==> src/design/utf8d_pkg.sv <==
// Package for the UTF-8 stream decoder: types, codes and byte classification
`timescale 1ns / 1ps
`default_nettype none
package utf8d_pkg;

    // counter width default and queue depth
    localparam int OFFSET_WIDTH_DEF = 32;
    localparam int QUEUE_DEPTH      = 4;

    // result status codes
    localparam logic [1:0] STATUS_OK      = 2'd0;
    localparam logic [1:0] STATUS_INVALID = 2'd1;
    localparam logic [1:0] STATUS_TRUNC   = 2'd2;

    // second-byte limit that a lead byte imposes
    localparam logic [2:0] SEC_NONE = 3'd0;
    localparam logic [2:0] SEC_E0   = 3'd1;
    localparam logic [2:0] SEC_ED   = 3'd2;
    localparam logic [2:0] SEC_F0   = 3'd3;
    localparam logic [2:0] SEC_F4   = 3'd4;

    // byte limits
    localparam logic [7:0] LEAD2_LO   = 8'hc2;
    localparam logic [7:0] LEAD2_HI   = 8'hdf;
    localparam logic [7:0] LEAD3_LO   = 8'he0;
    localparam logic [7:0] LEAD4_LO   = 8'hf0;
    localparam logic [7:0] LEAD4_HI   = 8'hf4;
    localparam logic [7:0] LIMIT_A0   = 8'ha0;
    localparam logic [7:0] LIMIT_90   = 8'h90;
    localparam logic [7:0] ASCII_LIM  = 8'h80;

    // classified byte handed from front to back
    typedef struct packed {
        logic [7:0] text_byte;
        logic       is_last;
        logic [2:0] lead_width;
        logic [2:0] sec_kind;
    } byte_info_t;

    // one finished result
    typedef struct packed {
        logic [20:0] code_point;
        logic [2:0]  char_width;
        logic [1:0]  status;
        logic [31:0] byte_offset;
        logic [31:0] char_index;
        logic        end_of_text;
    } result_t;

    // width of a sequence from its lead byte, 0 for a byte that cannot lead
    function automatic logic [2:0] lead_width_of(input logic [7:0] b);
        logic [2:0] w;
        w = 3'd0;
        if (b < ASCII_LIM)
            w = 3'd1;
        else if (b >= LEAD2_LO && b <= LEAD2_HI)
            w = 3'd2;
        else if (b >= LEAD3_LO && b < LEAD4_LO)
            w = 3'd3;
        else if (b >= LEAD4_LO && b <= LEAD4_HI)
            w = 3'd4;
        return w;
    endfunction

    // second-byte limit class of a lead byte
    function automatic logic [2:0] sec_kind_of(input logic [7:0] b);
        logic [2:0] k;
        unique case (b)
            8'he0:   k = SEC_E0;
            8'hed:   k = SEC_ED;
            8'hf0:   k = SEC_F0;
            8'hf4:   k = SEC_F4;
            default: k = SEC_NONE;
        endcase
        return k;
    endfunction

endpackage
`default_nettype wire

==> src/design/utf8d_fifo.sv <==
// Small flop-based first-in first-out queue
`timescale 1ns / 1ps
`default_nettype none
module utf8d_fifo #(
    parameter int DATA_WIDTH = 8,
    parameter int DEPTH      = 4
) (
    input  wire logic                  clk,
    input  wire logic                  rst_n,
    input  wire logic                  wr_en,
    input  wire logic [DATA_WIDTH-1:0] wr_data,
    output logic                       full,
    input  wire logic                  rd_en,
    output logic [DATA_WIDTH-1:0]      rd_data,
    output logic                       empty
);
    localparam int AW = (DEPTH > 1) ? $clog2(DEPTH) : 1;
    localparam logic [AW-1:0] LAST_PTR = AW'(DEPTH - 1);
    localparam logic [AW:0]   FULL_CNT = (AW + 1)'(DEPTH);

    logic [DATA_WIDTH-1:0] mem_reg [DEPTH];
    logic [AW-1:0] wr_ptr_reg, wr_ptr_next;
    logic [AW-1:0] rd_ptr_reg, rd_ptr_next;
    logic [AW:0]   count_reg, count_next;
    logic          do_wr, do_rd;

    assign full    = (count_reg == FULL_CNT);
    assign empty   = (count_reg == '0);
    assign rd_data = mem_reg[rd_ptr_reg];
    assign do_wr   = wr_en && !full;
    assign do_rd   = rd_en && !empty;

    // pointer and count update
    always_comb
    begin
        wr_ptr_next = wr_ptr_reg;
        rd_ptr_next = rd_ptr_reg;
        count_next  = count_reg;
        if (do_wr)
        begin
            wr_ptr_next = (wr_ptr_reg == LAST_PTR) ? '0 : wr_ptr_reg + 1'b1;
        end
        if (do_rd)
        begin
            rd_ptr_next = (rd_ptr_reg == LAST_PTR) ? '0 : rd_ptr_reg + 1'b1;
        end
        if (do_wr && !do_rd)
            count_next = count_reg + 1'b1;
        else if (do_rd && !do_wr)
            count_next = count_reg - 1'b1;
    end

    // control registers
    always_ff @(posedge clk or negedge rst_n)
    begin
        if (!rst_n)
        begin
            wr_ptr_reg <= '0;
            rd_ptr_reg <= '0;
            count_reg  <= '0;
        end
        else
        begin
            wr_ptr_reg <= wr_ptr_next;
            rd_ptr_reg <= rd_ptr_next;
            count_reg  <= count_next;
        end
    end

    // storage
    always_ff @(posedge clk)
    begin
        if (do_wr)
            mem_reg[wr_ptr_reg] <= wr_data;
    end

endmodule
`default_nettype wire

==> src/design/utf8d_front.sv <==
// Front end: takes raw bytes, classifies them and tags each with its offset
`timescale 1ns / 1ps
`default_nettype none
module utf8d_front #(
    parameter int OFFSET_WIDTH = utf8d_pkg::OFFSET_WIDTH_DEF
) (
    input  wire logic                     clk,
    input  wire logic                     rst_n,
    input  wire logic                     push,
    input  wire logic [7:0]               text_byte,
    input  wire logic                     is_last,
    input  wire logic                     q_full,
    output logic                          q_wr,
    output utf8d_pkg::byte_info_t         q_info,
    output logic [OFFSET_WIDTH-1:0]       q_offset
);
    import utf8d_pkg::*;

    localparam logic [OFFSET_WIDTH-1:0] CNT_ONE = OFFSET_WIDTH'(1);

    logic [OFFSET_WIDTH-1:0] byte_cnt_reg, byte_cnt_next;

    // classify the incoming item
    assign q_wr                = push && !q_full;
    assign q_info.text_byte    = text_byte;
    assign q_info.is_last      = is_last;
    assign q_info.lead_width   = lead_width_of(text_byte);
    assign q_info.sec_kind     = sec_kind_of(text_byte);
    assign q_offset            = byte_cnt_reg;

    // byte position, restarted after the last byte of a text
    always_comb
    begin
        byte_cnt_next = byte_cnt_reg;
        if (q_wr)
            byte_cnt_next = is_last ? '0 : byte_cnt_reg + CNT_ONE;
    end

    always_ff @(posedge clk or negedge rst_n)
    begin
        if (!rst_n)
            byte_cnt_reg <= '0;
        else
            byte_cnt_reg <= byte_cnt_next;
    end

endmodule
`default_nettype wire

==> src/design/utf8d_back.sv <==
// Back end: runs the sequence decoder over classified bytes and forms results
`timescale 1ns / 1ps
`default_nettype none
module utf8d_back #(
    parameter int OFFSET_WIDTH = utf8d_pkg::OFFSET_WIDTH_DEF
) (
    input  wire logic                     clk,
    input  wire logic                     rst_n,
    input  wire logic                     q_empty,
    input  wire utf8d_pkg::byte_info_t    q_info,
    input  wire logic [OFFSET_WIDTH-1:0]  q_offset,
    output logic                          q_rd,
    input  wire logic                     r_full,
    output logic                          r_wr,
    output utf8d_pkg::result_t            r_data
);
    import utf8d_pkg::*;

    localparam logic [OFFSET_WIDTH-1:0] CNT_ONE = OFFSET_WIDTH'(1);

    logic [20:0]             partial_reg, partial_next;
    logic [1:0]              needed_reg, needed_next;
    logic [2:0]              seq_width_reg, seq_width_next;
    logic [2:0]              sec_kind_reg, sec_kind_next;
    logic [OFFSET_WIDTH-1:0] seq_start_reg, seq_start_next;
    logic [OFFSET_WIDTH-1:0] char_cnt_reg, char_cnt_next;

    logic                    proc;
    logic                    emit;
    logic [20:0]             cp;
    logic [2:0]              width;
    logic [1:0]              status;
    logic [OFFSET_WIDTH-1:0] off;
    logic                    cont_ok;
    logic                    sec_ok;
    logic [20:0]             shifted;
    logic [7:0]              b;

    assign proc = !q_empty && !r_full;
    assign q_rd = proc;
    assign b    = q_info.text_byte;

    // continuation check, with the tighter second-byte limits
    always_comb
    begin
        unique case (sec_kind_reg)
            SEC_E0:  sec_ok = (b >= LIMIT_A0);
            SEC_ED:  sec_ok = (b < LIMIT_A0);
            SEC_F0:  sec_ok = (b >= LIMIT_90);
            SEC_F4:  sec_ok = (b < LIMIT_90);
            default: sec_ok = 1'b1;
        endcase
        cont_ok = (b[7:6] == 2'b10) &&
                  (sec_ok || ({1'b0, needed_reg} + 3'd1 != seq_width_reg));
        shifted = {partial_reg[14:0], b[5:0]};
    end

    // decode step
    always_comb
    begin
        partial_next   = partial_reg;
        needed_next    = needed_reg;
        seq_width_next = seq_width_reg;
        sec_kind_next  = sec_kind_reg;
        seq_start_next = seq_start_reg;
        char_cnt_next  = char_cnt_reg;
        emit           = 1'b0;
        cp             = '0;
        width          = '0;
        status         = STATUS_OK;
        off            = '0;

        if (needed_reg == 2'd0)
        begin
            unique case (q_info.lead_width)
                3'd1:
                begin
                    emit  = 1'b1;
                    cp    = {13'd0, b};
                    width = 3'd1;
                    off   = q_offset;
                end
                3'd2, 3'd3, 3'd4:
                begin
                    unique case (q_info.lead_width)
                        3'd2:    partial_next = {16'd0, b[4:0]};
                        3'd3:    partial_next = {17'd0, b[3:0]};
                        default: partial_next = {18'd0, b[2:0]};
                    endcase
                    seq_width_next = q_info.lead_width;
                    needed_next    = 2'(q_info.lead_width - 3'd1);
                    sec_kind_next  = q_info.sec_kind;
                    seq_start_next = q_offset;
                    if (q_info.is_last)
                    begin
                        emit   = 1'b1;
                        status = STATUS_TRUNC;
                        off    = q_offset;
                    end
                end
                default:
                begin
                    emit   = 1'b1;
                    status = STATUS_INVALID;
                    off    = q_offset;
                end
            endcase
        end
        else if (cont_ok)
        begin
            needed_next = needed_reg - 2'd1;
            if (needed_reg == 2'd1)
            begin
                emit           = 1'b1;
                cp             = shifted;
                width          = seq_width_reg;
                off            = seq_start_reg;
                partial_next   = '0;
                seq_width_next = '0;
                sec_kind_next  = SEC_NONE;
                seq_start_next = '0;
            end
            else
            begin
                partial_next = shifted;
                if (q_info.is_last)
                begin
                    emit   = 1'b1;
                    status = STATUS_TRUNC;
                    off    = seq_start_reg;
                end
            end
        end
        else
        begin
            emit           = 1'b1;
            status         = STATUS_INVALID;
            off            = seq_start_reg;
            partial_next   = '0;
            needed_next    = '0;
            seq_width_next = '0;
            sec_kind_next  = SEC_NONE;
            seq_start_next = '0;
        end

        if (emit && status == STATUS_OK)
            char_cnt_next = char_cnt_reg + CNT_ONE;

        // end of text clears everything
        if (q_info.is_last)
        begin
            partial_next   = '0;
            needed_next    = '0;
            seq_width_next = '0;
            sec_kind_next  = SEC_NONE;
            seq_start_next = '0;
            char_cnt_next  = '0;
        end
    end

    // result item
    assign r_wr               = proc && emit;
    assign r_data.code_point  = cp;
    assign r_data.char_width  = width;
    assign r_data.status      = status;
    assign r_data.byte_offset = 32'(off);
    assign r_data.char_index  = 32'(char_cnt_reg);
    assign r_data.end_of_text = q_info.is_last;

    // decoder state
    always_ff @(posedge clk or negedge rst_n)
    begin
        if (!rst_n)
        begin
            partial_reg   <= '0;
            needed_reg    <= '0;
            seq_width_reg <= '0;
            sec_kind_reg  <= SEC_NONE;
            seq_start_reg <= '0;
            char_cnt_reg  <= '0;
        end
        else if (proc)
        begin
            partial_reg   <= partial_next;
            needed_reg    <= needed_next;
            seq_width_reg <= seq_width_next;
            sec_kind_reg  <= sec_kind_next;
            seq_start_reg <= seq_start_next;
            char_cnt_reg  <= char_cnt_next;
        end
    end

endmodule
`default_nettype wire

==> src/design/utf8_stream_decoder_unit.sv <==
// Top level of the strict UTF-8 stream decoder
//
// Input channel: one text byte per item with an is_last marker; an item is
// taken at a clock edge with push high and full low. Result channel: the
// oldest result is on the output ports while empty is low and leaves at an
// edge with pop high. Each byte yields zero or one result: a code point with
// its width, status, start offset, character index and end-of-text flag.
// A byte passes through the byte queue to the back end, which decodes it and
// writes any result into the result queue, whose oldest item is on the ports.
// Throughput: one byte per cycle while no queue is full; the byte queue and
// the result queue (four items each) let both sides stall independently, so
// the input keeps flowing until both queues fill up behind a stalled reader.
// Invalid bytes and truncated sequences give error results and decoding
// continues. After a byte marked last, offsets and character counts restart
// at zero. Reset clears both queues, the counters and any pending sequence.
`timescale 1ns / 1ps
`default_nettype none
module utf8_stream_decoder_unit #(
    parameter int OFFSET_WIDTH = utf8d_pkg::OFFSET_WIDTH_DEF
) (
    input  wire logic        clk,
    input  wire logic        rst_n,
    input  wire logic        push,
    output logic             full,
    input  wire logic [7:0]  text_byte,
    input  wire logic        is_last,
    output logic             empty,
    input  wire logic        pop,
    output logic [20:0]      code_point,
    output logic [2:0]       char_width,
    output logic [1:0]       status,
    output logic [31:0]      byte_offset,
    output logic [31:0]      char_index,
    output logic             end_of_text
);
    import utf8d_pkg::*;

    localparam int INFO_W = $bits(byte_info_t);
    localparam int MID_W  = INFO_W + OFFSET_WIDTH;
    localparam int RES_W  = $bits(result_t);

    logic                    mid_wr, mid_full, mid_rd, mid_empty;
    byte_info_t              front_info, back_info;
    logic [OFFSET_WIDTH-1:0] front_offset, back_offset;
    logic [MID_W-1:0]        mid_out;
    logic                    res_wr, res_full;
    result_t                 res_in, res_out;

    assign full = mid_full;

    // classify and tag bytes
    utf8d_front #(.OFFSET_WIDTH(OFFSET_WIDTH)) u_front (
        .clk       (clk),
        .rst_n     (rst_n),
        .push      (push),
        .text_byte (text_byte),
        .is_last   (is_last),
        .q_full    (mid_full),
        .q_wr      (mid_wr),
        .q_info    (front_info),
        .q_offset  (front_offset)
    );

    // byte queue between front and back
    utf8d_fifo #(.DATA_WIDTH(MID_W), .DEPTH(QUEUE_DEPTH)) u_mid_q (
        .clk     (clk),
        .rst_n   (rst_n),
        .wr_en   (mid_wr),
        .wr_data ({front_info, front_offset}),
        .full    (mid_full),
        .rd_en   (mid_rd),
        .rd_data (mid_out),
        .empty   (mid_empty)
    );

    assign back_info   = mid_out[MID_W-1:OFFSET_WIDTH];
    assign back_offset = mid_out[OFFSET_WIDTH-1:0];

    // sequence decoder
    utf8d_back #(.OFFSET_WIDTH(OFFSET_WIDTH)) u_back (
        .clk      (clk),
        .rst_n    (rst_n),
        .q_empty  (mid_empty),
        .q_info   (back_info),
        .q_offset (back_offset),
        .q_rd     (mid_rd),
        .r_full   (res_full),
        .r_wr     (res_wr),
        .r_data   (res_in)
    );

    // result queue toward the reader
    utf8d_fifo #(.DATA_WIDTH(RES_W), .DEPTH(QUEUE_DEPTH)) u_res_q (
        .clk     (clk),
        .rst_n   (rst_n),
        .wr_en   (res_wr),
        .wr_data (res_in),
        .full    (res_full),
        .rd_en   (pop),
        .rd_data (res_out),
        .empty   (empty)
    );

    assign code_point  = res_out.code_point;
    assign char_width  = res_out.char_width;
    assign status      = res_out.status;
    assign byte_offset = res_out.byte_offset;
    assign char_index  = res_out.char_index;
    assign end_of_text = res_out.end_of_text;

endmodule
`default_nettype wire

==> config.mk <==
export PLATFORM = sky130hd
export DESIGN_NAME = utf8_stream_decoder_unit
export DESIGN_NICKNAME = d
export VERILOG_FILES = /design/src/design/utf8d_pkg.sv /design/src/design/utf8d_fifo.sv /design/src/design/utf8d_front.sv /design/src/design/utf8d_back.sv /design/src/design/utf8_stream_decoder_unit.sv
export SDC_FILE = /design/constraint.sdc
export NUM_CORES = 1
export LEC_CHECK = 0
export ABC_CLOCK_PERIOD_IN_PS = 5500
export BUFFER_PORTS_ARGS = -buffer_cell sky130_fd_sc_hd__buf_2
export CORE_MARGIN = 3
export CORE_UTILIZATION = 50
export CTS_CLUSTER_DIAMETER = 40
export DETAILED_ROUTE_END_ITERATION = 8
export PLACE_DENSITY_LB_ADDON = 0.3
export SETUP_SLACK_MARGIN = 0.4
export SLEW_MARGIN = 20
export SYNTH_ARGS = -nofsm -noshare
export SYNTH_HDL_FRONTEND = slang
export SYNTH_SLANG_ARGS = --single-unit
==> constraint.sdc <==
create_clock -name clk -period 5.5 [get_ports clk]
set_input_delay 0.55 -clock clk [delete_from_list [all_inputs] [get_ports clk]]
set_output_delay 0.55 -clock clk [all_outputs]
set_load 0.02 [all_outputs]
======== Word-level counts from Yosys, hierarchy flattened ========
Memories as Yosys holds them, arrays and structs flattened.
Cells that the tools add are included.
Widths: inputs -> output; s select.
storage, ports and cells
  flip-flop bits (word level) ............. 133
  bits in writable memories ............... 552
  bits of input ports ..................... 13
  output and inout bits ................... 93
  memories ................................ 2
memory list
  memory           depth  bits a word  rd ports  clocked after Yosys merged registers in  write ports  line              RTL
  u_res_q.mem_reg  4      91           1         0                                        1            utf8d_fifo.sv:21  logic [DATA_WIDTH-1:0] mem_reg [DEPTH];
  u_mid_q.mem_reg  4      47           1         0                                        1            utf8d_fifo.sv:21
cells by class
  $add $sub $neg .......................... 13
  order comparisons ....................... 11
  equality and inequality tests ........... 23
  muxes and demuxes ....................... 68
  reduce and logical (&&, ||, !) cells .... 36
operators by type and width
  operator               count
  $mux 32                14
  $mux 15                5
  $add 32x1->32 const B  2
  $mux 21                3
  $mux 3                 19
  $ge 8x8->1 const B     5
  $eq 8x8->1 const B     4
  $lt 8x8->1 const B     4
  $mux 2                 12
  $le 8x8->1 const B     2
  $logic_and 1x1->1      16
  $eq 3x2->1 const B     4
  $eq 3x3->1 const B     4
  $pmux 3 s4             1
  $eq 2x2->1 const B     5
  $mux 1                 10
  $pmux 5 s2             1
  $add 2x1->2 const B    4
  $logic_not 1->1        8
  $mux 8                 1
  $add 3x1->3 const B    2
  $eq 3x1->1 const B     2
  $logic_not 3->1        2
  $reduce_bool 2->1      3
  14 further kinds       18

======== Logic depth before layout (Yosys ltp) ========
Gate-level depths: netlist (run 1).
An unclocked memory read counts as a cell.
  word-level depth ........................ 13
  depth in mapped cells ................... 17

======== Modules after synthesis ========
Synthesis (run 1) repeated with hierarchy kept, for this count alone.
unflattened totals
  cells, all modules ...................... 1,555
  area, all modules ....................... 27,944.3 um2
modules (own cells, without submodules)
  module                instances  cells each  area an instance (um2)  sequential area each (um2)
  utf8d_fifo (u_res_q)  1          512         13,581.8                11,105.7
  utf8d_fifo (u_mid_q)  1          283         7,247.0                 5,820.6
  utf8d_back            1          534         5,152.4                 2,177.1
  utf8d_front           1          226         1,963.1                 800.8

======== Worst setup path after synthesis (run 1) ========
Ideal clock, no wire load.
  path type ............................... flip-flop to flip-flop
  from .................................... reg u_mid_q.rd_ptr_reg[0]
  to ...................................... mem u_res_q.mem_reg[3][0] (netlist bit) (enable)
  library setup time ...................... 0.460 ns
  arrival ................................. 5.135 ns
  required time ........................... 5.040 ns
  setup slack ............................. -0.095 ns
  stages on the path, launching flop included .. 12
  cell sequence ........................... dfrtp_1 buf_2 buf_1 mux4_2 ha_1 or2_2 mux2_2 a21oi_2 a21oi_4 inv_2 clkbuf_1 and2_1
on the way
  cells in the longest elaborated chain, start to end .. 11
  elaborated cells between the ends (all ways) .. 22
  classes of those cells .................. order compare: 4; eq/ne: 4; mux: 8; reduce/logical: 5; memory: 1
RTL lines
  item                                line               RTL
  start: declaration                  utf8d_fifo.sv:23   logic [AW-1:0] rd_ptr_reg, rd_ptr_next;
  start signal: assignment            utf8d_fifo.sv:65   rd_ptr_reg <= rd_ptr_next;
  $mem_v2 4x47 *                      --
  $lt 8x8->1 (tied with other cells)  utf8d_back.sv:50   SEC_F4: sec_ok = (b < LIMIT_90);
  $pmux 1 s4                          utf8d_back.sv:46   unique case (sec_kind_reg)
  $logic_or 1x1->1                    utf8d_back.sv:54   (sec_ok || ({1'b0, needed_reg} + 3'd1 != seq_width_reg));
  $logic_and 1x1->1                   utf8d_back.sv:53   cont_ok = (b[7:6] == 2'b10) &&
  $mux 1                              utf8d_back.sv:109  else if (cont_ok)
  $mux 1 *                            utf8d_back.sv:73   if (needed_reg == 2'd0)
  $logic_and 1x1->1 *                 utf8d_back.sv:162  assign r_wr = proc && emit;
  $logic_and 1x1->1 *                 utf8d_fifo.sv:30   assign do_wr = wr_en && !full;
  net u_res_q.do_wr                   utf8d_fifo.sv:25   logic do_wr, do_rd;
  $mux 1 *                            utf8d_fifo.sv:73   if (do_wr)
  $mux 1 (implied by the code) *      utf8d_fifo.sv:74   mem_reg[wr_ptr_reg] <= wr_data;
  end: declaration                    utf8d_fifo.sv:21
The timed path passes the listed nets; every way through them passes the cells marked *.

======== Worst setup path after layout (run 1) ========
  from .................................... reg u_mid_q.rd_ptr_reg[1]
  to ...................................... reg u_back.char_cnt_reg[8]
on the way
  cells in the longest elaborated chain, start to end .. 11
  elaborated cells between the ends (all ways) .. 29
  classes of those cells .................. order compare: 4; eq/ne: 5; mux: 12; reduce/logical: 7; memory: 1
RTL lines
  item                                line               RTL
  $mem_v2 4x47 *                      --
  $lt 8x8->1 (tied with other cells)  utf8d_back.sv:50
  $pmux 1 s4                          utf8d_back.sv:46
  $logic_or 1x1->1                    utf8d_back.sv:54
  $logic_and 1x1->1                   utf8d_back.sv:53
  $mux 2                              utf8d_back.sv:109
  $mux 2                              utf8d_back.sv:73
  $logic_not 2->1                     utf8d_back.sv:146  if (emit && status == STATUS_OK)
  $logic_and 1x1->1                   utf8d_back.sv:146
  $reduce_bool 2->1 (no line)         --
  $reduce_and 2->1 (no line)          --
  end signal: assignment              utf8d_back.sv:189  char_cnt_reg <= char_cnt_next;
  end: declaration                    utf8d_back.sv:26   logic [OFFSET_WIDTH-1:0] char_cnt_reg, char_cnt_next;
Every way passes the cells marked *; elsewhere a longest branch is shown, timed or not.
A chain may end at the register's enable or synchronous reset.

==> run summary, run 1 <==
The maximum level of the CTS H-tree was 3; the initial DRC count was 1,066. Compared with the post-synthesis result, the final layout area differs by 16.7%. In the final layout, the multi-input gates occupy 7130 um^2.

The net load switching power is 7.79 mW. Most used flip-flop cell after synthesis: sky130_fd_sc_hd__edfxtp_1. The clock network burns 27.5% of the power. The first global-routing pass estimated 88,500 um of wire. CTS placed an instance of sky130_fd_sc_hd__clkbuf_16 at the clock tree root.

OpenSTA, run right after detailed placement, puts the worst setup slack at 0.944 ns. The run gives 33,000 um as the detailed placement HPWL. The first-pass iteration count of the detailed router was 5; the total clock sinks was 685. After detailed routing, the average wire length per cell comes to 22.3 um. During placement, the flow inserted port buffers numbering 105. The register with the most flip-flops in the layout has 364 of them. The flow ran to the end, and the final reports show no timing, DRC or antenna violations.

In this run the power density over the cells is 687 nW/um^2. At the end of the flow, the number of nets in the layout was 1,766. Summed over all failing endpoints, the final setup total negative slack is 0 ns. For the largest net degree at the start of global routing, the log shows 90. The tools report the launching element type of the critical path as a flip-flop. Clock skew on the completed layout was measured at 0.0268 ns.

Once the floorplan was initialized, standard cells occupied 50.8% of the core. Ranked by instance count, the synthesized netlist is headed by 552 x sky130_fd_sc_hd__edfxtp_1, 165 x sky130_fd_sc_hd__nand2_1, 135 x sky130_fd_sc_hd__mux4_2, 133 x sky130_fd_sc_hd__dfrtp_1, 61 x sky130_fd_sc_hd__nor2_1. The number of cells on the worst reg-to-reg path is 9, and the final count of negative-setup-slack endpoints is 0. The die covers 57,800 um^2. The largest fanout on the critical path was 29. The horizontal extent of the die was 240 um. In this run the remaining antenna-violating nets after routing total 0.

The antenna cell count was 0. The switching share of total power came out at 35.4%. The share of the yosys chip area belonging to registers was 72.5%. The most critical setup path has its startpoint at u_mid_q.rd_ptr_reg[1]$_DFFE_PN0P_. For the leakage power figure, the log shows 11.6 nW.

In this run, distinct cell masters in the synthesized netlist total 72. STA puts the critical path data arrival time at 5.11 ns. The number of pins exceeding their max-slew limit in the final report is 0.

The quantity of gates resized following cts came out at 0. Buffers inserted during clock tree synthesis total 91. The clock passes through at most 3 buffers.

The number of nets in the synthesized netlist is 1,624. Measured on the finished design, the core utilization comes to 59.3%. The number of global-route vias before repair was 15,600.

Dividing the detail-routed via count by the number of cells gives 5.89. Setup repair after global routing left no endpoint under its margin. Cells with a size suffix above 1 make up 26.1% of the layout.

Buffers added to address setup during post-CTS repair amount to 0. Registers are responsible for 39.7% of the overall power. The final hold violation count was 0. The share of total power dissipated in combinational logic is 32.8%. Yosys mapped a number of flops with a built-in enable equal to 552. TritonCTS built the clock tree.

Clock latency on the worst-skew pair, taken at its later pin, is 0.64 ns. The core region is 54,000 um^2. The filler cells instantiated in the layout total 3,928. The maximum frequency from static timing analysis is 0.220 GHz, and the cell area after synthesis is 27,500 um^2.

The required time at the endpoint of the critical path was 6.06 ns; the hold buffer count at CTS was 0. The area of placed instances came out at 28,800 um^2. The tools report the area of all sequential standard cells as 19,900 um^2. The average cell area after synthesis works out to 17.3 um^2.

At the pin with the least slew margin, the transition time is 1.04 ns. The clock-pin slew on the worst setup and hold paths is 0.06 ns, and the clock period minus final worst setup slack is 4.55 ns. The synthesized design devotes to its leading area cell type 60.4% of total area.

The total of flip-flops plus latches after synthesis was 685; the final hold slack was 0.0304 ns. By area the synthesized netlist is led by sky130_fd_sc_hd__edfxtp_1 60%, sky130_fd_sc_hd__dfrtp_1 12%, sky130_fd_sc_hd__mux4_2 11%. Number of placed I/O pins: 106.

After detailed routing, the number of remaining DRC violations is 0. The worst hold path belongs to the class input pin to async pin. The tools report the gate count after technology mapping as 1,588. Critical setup path kind: flip-flop to flip-flop.

The beginning of the worst register-to-register path was u_mid_q.rd_ptr_reg[1]$_DFFE_PN0P_. Summed over all layers, the global routing overflow is 0. The worst-case IR drop observed on VDD is 0.293 mV.

The run gives 19.9% as the total global routing track utilization. The tools report the normalized max-slew margin as 30.6%. The vertical die dimension was 240 um. The worst setup path is captured at a flip-flop. The floorplan has 85 rows.

The via count of the routed design came out at 14,700. After layout, the worst path uses 82.7% of the clock period. The internal portion of the total power is 14.2 mW.

For this run, the number of Yosys warnings is 0. The tools report the area of all placed cells without fillers as 32,000 um^2. In the post-route analysis, the smallest setup slack over all paths is 0.953 ns. Among all cell types in the netlist, the one instantiated most often is sky130_fd_sc_hd__edfxtp_1. The tool flagged a number of max-cap violations equal to 0.

Summed over all layers, the routed wires come to 55,900 um. Summed over all instances, the cell type with the most area after synthesis is sky130_fd_sc_hd__edfxtp_1. In the synthesized netlist the async set-or-reset flop fraction comes to 19.4%.

The routability congestion estimate from global placement was 0.819. For the number of antenna violations at the first check in global routing, the log shows 2.
## cell usage in the layout, fill, tap and decap left out, drive strengths merged, types with 12 or more instances in the layout
cell and n:
clkinv 34, nor3 31, mux4 135, dfrtp 133, o21ai 54, or3 14, clkbuf 103, nor2 61
a22o 16, nand3 43, mux2 12, nand4 16, xor2 24, o31ai 34, and3 29, edfxtp 552
inv 40, ha 21, a221o 12, buf 132, nand2 165
## final timing paths
check                                                        to  slack, ns
setup reg to reg             u_back.char_cnt_reg[8]$_DFFE_PN0P_       0.95
hold reg to reg            u_back.seq_start_reg[28]$_DFFE_PN0P_       0.48
min in group clk               u_mid_q.mem_reg[2][44]$_DFFE_PP_       0.17
setup / recovery             u_back.char_cnt_reg[8]$_DFFE_PN0P_       0.95
max in group asynchronous     u_res_q.rd_ptr_reg[0]$_DFFE_PN0P_       4.26
hold / removal                 u_front.q_offset[19]$_DFFE_PN0P_       0.03
## power by group through the flow
stage	sequential (mW)	clock (mW)	combinational, mW
final	8.74	6.06	7.21
after global routing	8.93	6.37	7.79
after CTS	8.77	6.16	7.33
after detailed placement	8.85	0	7.28
after global placement	8.73	0	7.15
after floorplan	8.41	0	5.25
## cell type report
cell class                      instances  area share, %
Tap cell                              696           2.72
Multi-Input combinational cell        797           22.3
Clock inverter                         69           2.64
Sequential cell                       685           62.2
Timing Repair Buffer                  132           2.53
Inverter                               23          0.270
Clock buffer                          103           7.38
## stage by stage
step	std cells	total power, mW
after floorplan	1588	13.7
after global placement	2333	15.9
after detailed placement	2333	16.1
after CTS	2505	22.3
after global routing	2505	23.1
final	2505	22.0
## routing by layer
metal | routed length (um) | part of all wire (%) | track usage (%)
met1 | 23600 | 42 | 26.3
met5 | 0 | 0 | 0
met3 | 2580 | 4.6 | 3.09
met2 | 28400 | 51 | 33.9
met4 | 1380 | 2.5 | 7.32
## worst max-delay path, stage by stage, from the launching register on
cell                        delay (ns)
sky130_fd_sc_hd__dfrtp_2          0.80
sky130_fd_sc_hd__mux2_1           0.40
sky130_fd_sc_hd__mux2_2           0.30
sky130_fd_sc_hd__o2111a_2         0.29
sky130_fd_sc_hd__a2111oi_4        0.31
sky130_fd_sc_hd__buf_4            0.27
sky130_fd_sc_hd__or2_1            0.59
sky130_fd_sc_hd__inv_2            0.42
sky130_fd_sc_hd__nor3_2           0.77
sky130_fd_sc_hd__a221o_1          0.28
## logic make-up (layout without fill, tap and decap cells)
kind of cell               count (synthesis)  in the layout  synth area share (%)
AOI/OAI and AO/OA                        180            180                  4.90
and+or+nand+nor                          409            409                  7.05
muxes                                    151            151                  11.7
buffers and inverters                    106            327                  1.62
adders and majority gates                 23             23                  1.10
xor gates and xnor gates                  34             34                  1.08
DFF                                      685            685                  72.5
No activity file was read; power rests on OpenSTA's default activity.
==> run 2, diff against run 1 <==
- ABC_CLOCK_PERIOD_IN_PS: 5500 -> 4380
- clock period: 5.5 -> 4.38 ns (I/O delays scaled with it)
==> run 2 against run 1 <==
Effect of this change: critical endpoint is now u_back.char_cnt_reg[15]$_DFFE_PN0P_; global-route usage up 0.15 points; highest routed layer is now met5; critical path depth up 2; design area down 0.77%; largest cell class unchanged.
==> run summary, run 2 (same netlist as run 1, synthesis figures left out) <==
For flop-to-flop paths, the worst setup slack is 0.75 ns. The total detailed-routing wirelength came out at 56,200 um. Entering global routing, the biggest net connects 82 pins. The largest fanout on the critical path was 29. The die covers 57,800 um^2. In the final routed layout, each cell accounts on average for 22.5 um. TritonCTS built the clock tree. The clock-pin slew on the worst setup and hold paths is 0.06 ns. The tools report the root buffer cell as sky130_fd_sc_hd__clkbuf_16. For this run, design rule violations remaining after detail routing come to 0. The number of cells traversed by the worst hold path works out to 1. The count of cells in the finished layout, fillers not included, comes to 2,499. The number of cells on the worst reg-to-reg path is 11, and the vertical die dimension is 240 um.

The worst path uses 83.0% of the clock period. The tools report the end point of the most critical hold path as u_mid_q.mem_reg[2][45]$_DFFE_PP_. The number of global-route vias before repair is 15,100. At the worst endpoint, the required time is 4.87 ns. The initial DRC count was 1,318. Hold timing on the final database bottoms out at a slack of 0.0893 ns. The number of buffers added for setup after CTS is 0, and the switching share of total power is 35.8%. The layout has 4,006 filler cells. For the pin with the worst max-slew slack, the measured transition is 1.04 ns.

Number of pins exceeding their max-slew limit in the final report: 0. Setup repair after global routing left no endpoint under its margin. Setup violations remaining at the end of the flow were counted as 0.

The worst-case IR drop observed on VDD is 0.565 mV. Number of placed I/O pins: 106. Horizontal extent of the die: 240 um. The tools report the worst hold path startpoint as text_byte[6]. The clock network fraction of total power was 24.8%; the share of total power in combinational logic was 35.4%.

The maximum count of clock buffers along a single path was 3; the number of routed nets with antenna violations was 0. The tools report the total clock sinks as 685. In this run, CTS created clock tree buffers numbering 83. For this configuration, the core starts out at a cell density of 50.8%. The worst pin sits at a relative slew slack of 30.9%. For the clock network latency to the later pin of the worst-skew pair, the log shows 0.61 ns. The number of nets in the final layout was 1,771. The tools report the element type at the critical path end as a flip-flop. The smallest clock period supported by the final layout is computed as 3.63 ns. Global routing consumed, over all layers together, 20.1% of the routing resources.

Across the run, the number of max-cap violations was 0. Cells with a size suffix above 1 make up 25.7% of the layout. The number of vias per cell after detailed routing was 5.91. Wire length of the first global-routing pass: 89,000 um. The tools report the maximum level of the CTS H-tree as 3. The design internal power was 17.4 mW; the first-pass iteration count of the detailed router was 5. Remaining global-route overflow: 0. The run finished with clean final reports. The analysis attributes to net switching a power of 9.72 mW. Synthesis-to-finish area growth: 15.8%.

Of the total power, registers draw 39.8%. The worst register-to-register path begins at u_mid_q.rd_ptr_reg[0]$_DFFE_PN0P_. Leaving out fill and tap cells, the most frequent cell in the layout is sky130_fd_sc_hd__edfxtp_1. Including well taps, the total number of placed cells is 2,345. The final total negative setup slack was 0 ns. The library cells used most frequently in the layout, excluding fill and tap cells, are 552 x sky130_fd_sc_hd__edfxtp_1, 165 x sky130_fd_sc_hd__nand2_1, 135 x sky130_fd_sc_hd__mux4_2. Final hold violation count: 0. Routability-driven placement finished with a final weighted congestion of 0.793. In this run the core area contains 85 standard-cell rows. The tools report the number of antenna violations at the first check in global routing as 1.

The register with the most flip-flops in the layout has 364 of them. In this run the power density over the cells is 854 nW/um^2. In this run the standard cell core region covers 54,000 um^2. The critical path in this run is classified as flip-flop to flip-flop.

The tools report the worst clock skew as 0.0162 ns. Data on the critical path arrives at its endpoint at 4.12 ns. The launching element type of the critical path is a flip-flop. The repair_antennas step left the layout with diodes totalling 0. The tools report the worst flop-to-flop path endpoint as u_back.char_cnt_reg[15]$_DFFE_PN0P_. The routed layout has 14,800 vias. Port buffering added 105 buffers. The HPWL after detailed placement is 34,400 um. The path class of the tightest hold or removal check is input pin to flip-flop. Timing would allow up to 0.275 GHz. The analysis attributes to cell leakage a power of 11.5 nW.
[run 2: cell count changes in the layout (fill, tap and decap cells not counted), sizes merged]
cell         delta
clkinvlp        +1
clkinv         -11
bufinv          -6
buf            +12
dlygate4sd3     +1
inv             -5
clkbuf          +2
[run 2: power groups by stage]
stage	combinational, mW	sequential (mW)	clock, mW
2_1_floorplan	6.62	10.5	0
3_3_place_gp	9.61	10.8	0
3_5_place_dp	9.73	10.9	0
4_1_cts	9.77	10.8	6.86
5_1_grt	10.4	11.0	7.13
6_report	9.60	10.8	6.73
[run 2: worst max path at each step]
stage	startpoint	endpoint	slack, ns	cells after the start
5_1_grt	u_mid_q.rd_ptr_reg[0]$_DFFE_PN0P_	u_back.char_cnt_reg[15]$_DFFE_PN0P_	0.54	11
2_1_floorplan	u_mid_q.rd_ptr_reg[0]$_DFFE_PN0P_	u_res_q.mem_reg[0][0]$_DFFE_PP_	0.48	11
3_3_place_gp	u_mid_q.rd_ptr_reg[1]$_DFFE_PN0P_	u_back.char_cnt_reg[25]$_DFFE_PN0P_	0.71	10
6_report	u_mid_q.rd_ptr_reg[0]$_DFFE_PN0P_	u_back.char_cnt_reg[15]$_DFFE_PN0P_	0.75	11
3_5_place_dp	u_mid_q.rd_ptr_reg[1]$_DFFE_PN0P_	u_back.char_cnt_reg[12]$_DFFE_PN0P_	0.65	10
4_1_cts	u_mid_q.rd_ptr_reg[1]$_DFFE_PN0P_	u_back.char_cnt_reg[15]$_DFFE_PN0P_	0.65	10
[run 2: area by class of cell]
| cell class | count | area [um^2] | share of cell area (%) |
|---|---|---|---|
| clock buffers | 105 | 2280 | 7.18 |
| clock inverters | 48 | 502 | 1.58 |
| inverters | 23 | 86.3 | 0.272 |
| multi-input cells | 797 | 7140 | 22.5 |
| flip-flops and latches | 685 | 19900 | 62.7 |
| well taps | 696 | 871 | 2.74 |
| repair buffers | 145 | 985 | 3.10 |
[run 2: what timing repair did]
item                                    4_1_cts  5_1_grt
hold buffers                                  1        0
resized for setup                             0        1
endpoints found under the hold margin        52        0
endpoints found under the setup margin        0        4
[run 2: routing by layer]
layer	global-route usage, %	part of all wire, %	wire length [um]
met1	28.1	44	24700
met2	32.8	49	27800
met3	3.31	4.5	2550
met4	6.14	2.0	1120
met5	0	0.023	13
[run 2: per-stage QoR]
stage	worst slack, ns	total power [mW]	util [%]	cell area [um^2]
after detailed placement	0.652	20.7	53.6	29000
after global routing	0.543	28.5	58.8	31800
after CTS	0.652	27.5	58.8	31800
after floorplan	0.482	17.1	-	27500
after global placement	0.711	20.4	53.6	29000
final	0.746	27.1	58.8	31800
[run 2: critical path: stages (launching register included)]
cell and delay [ns]:
sky130_fd_sc_hd__dfrtp_4 0.52, sky130_fd_sc_hd__mux4_2 0.58, sky130_fd_sc_hd__ha_1 0.23, sky130_fd_sc_hd__or2_2 0.31, sky130_fd_sc_hd__mux2_2 0.29, sky130_fd_sc_hd__nand2_1 0.11
sky130_fd_sc_hd__nand2_1 0.11, sky130_fd_sc_hd__or2_1 0.23, sky130_fd_sc_hd__buf_4 0.21, sky130_fd_sc_hd__inv_2 0.41, sky130_fd_sc_hd__nor3_4 0.17, sky130_fd_sc_hd__a221o_1 0.33
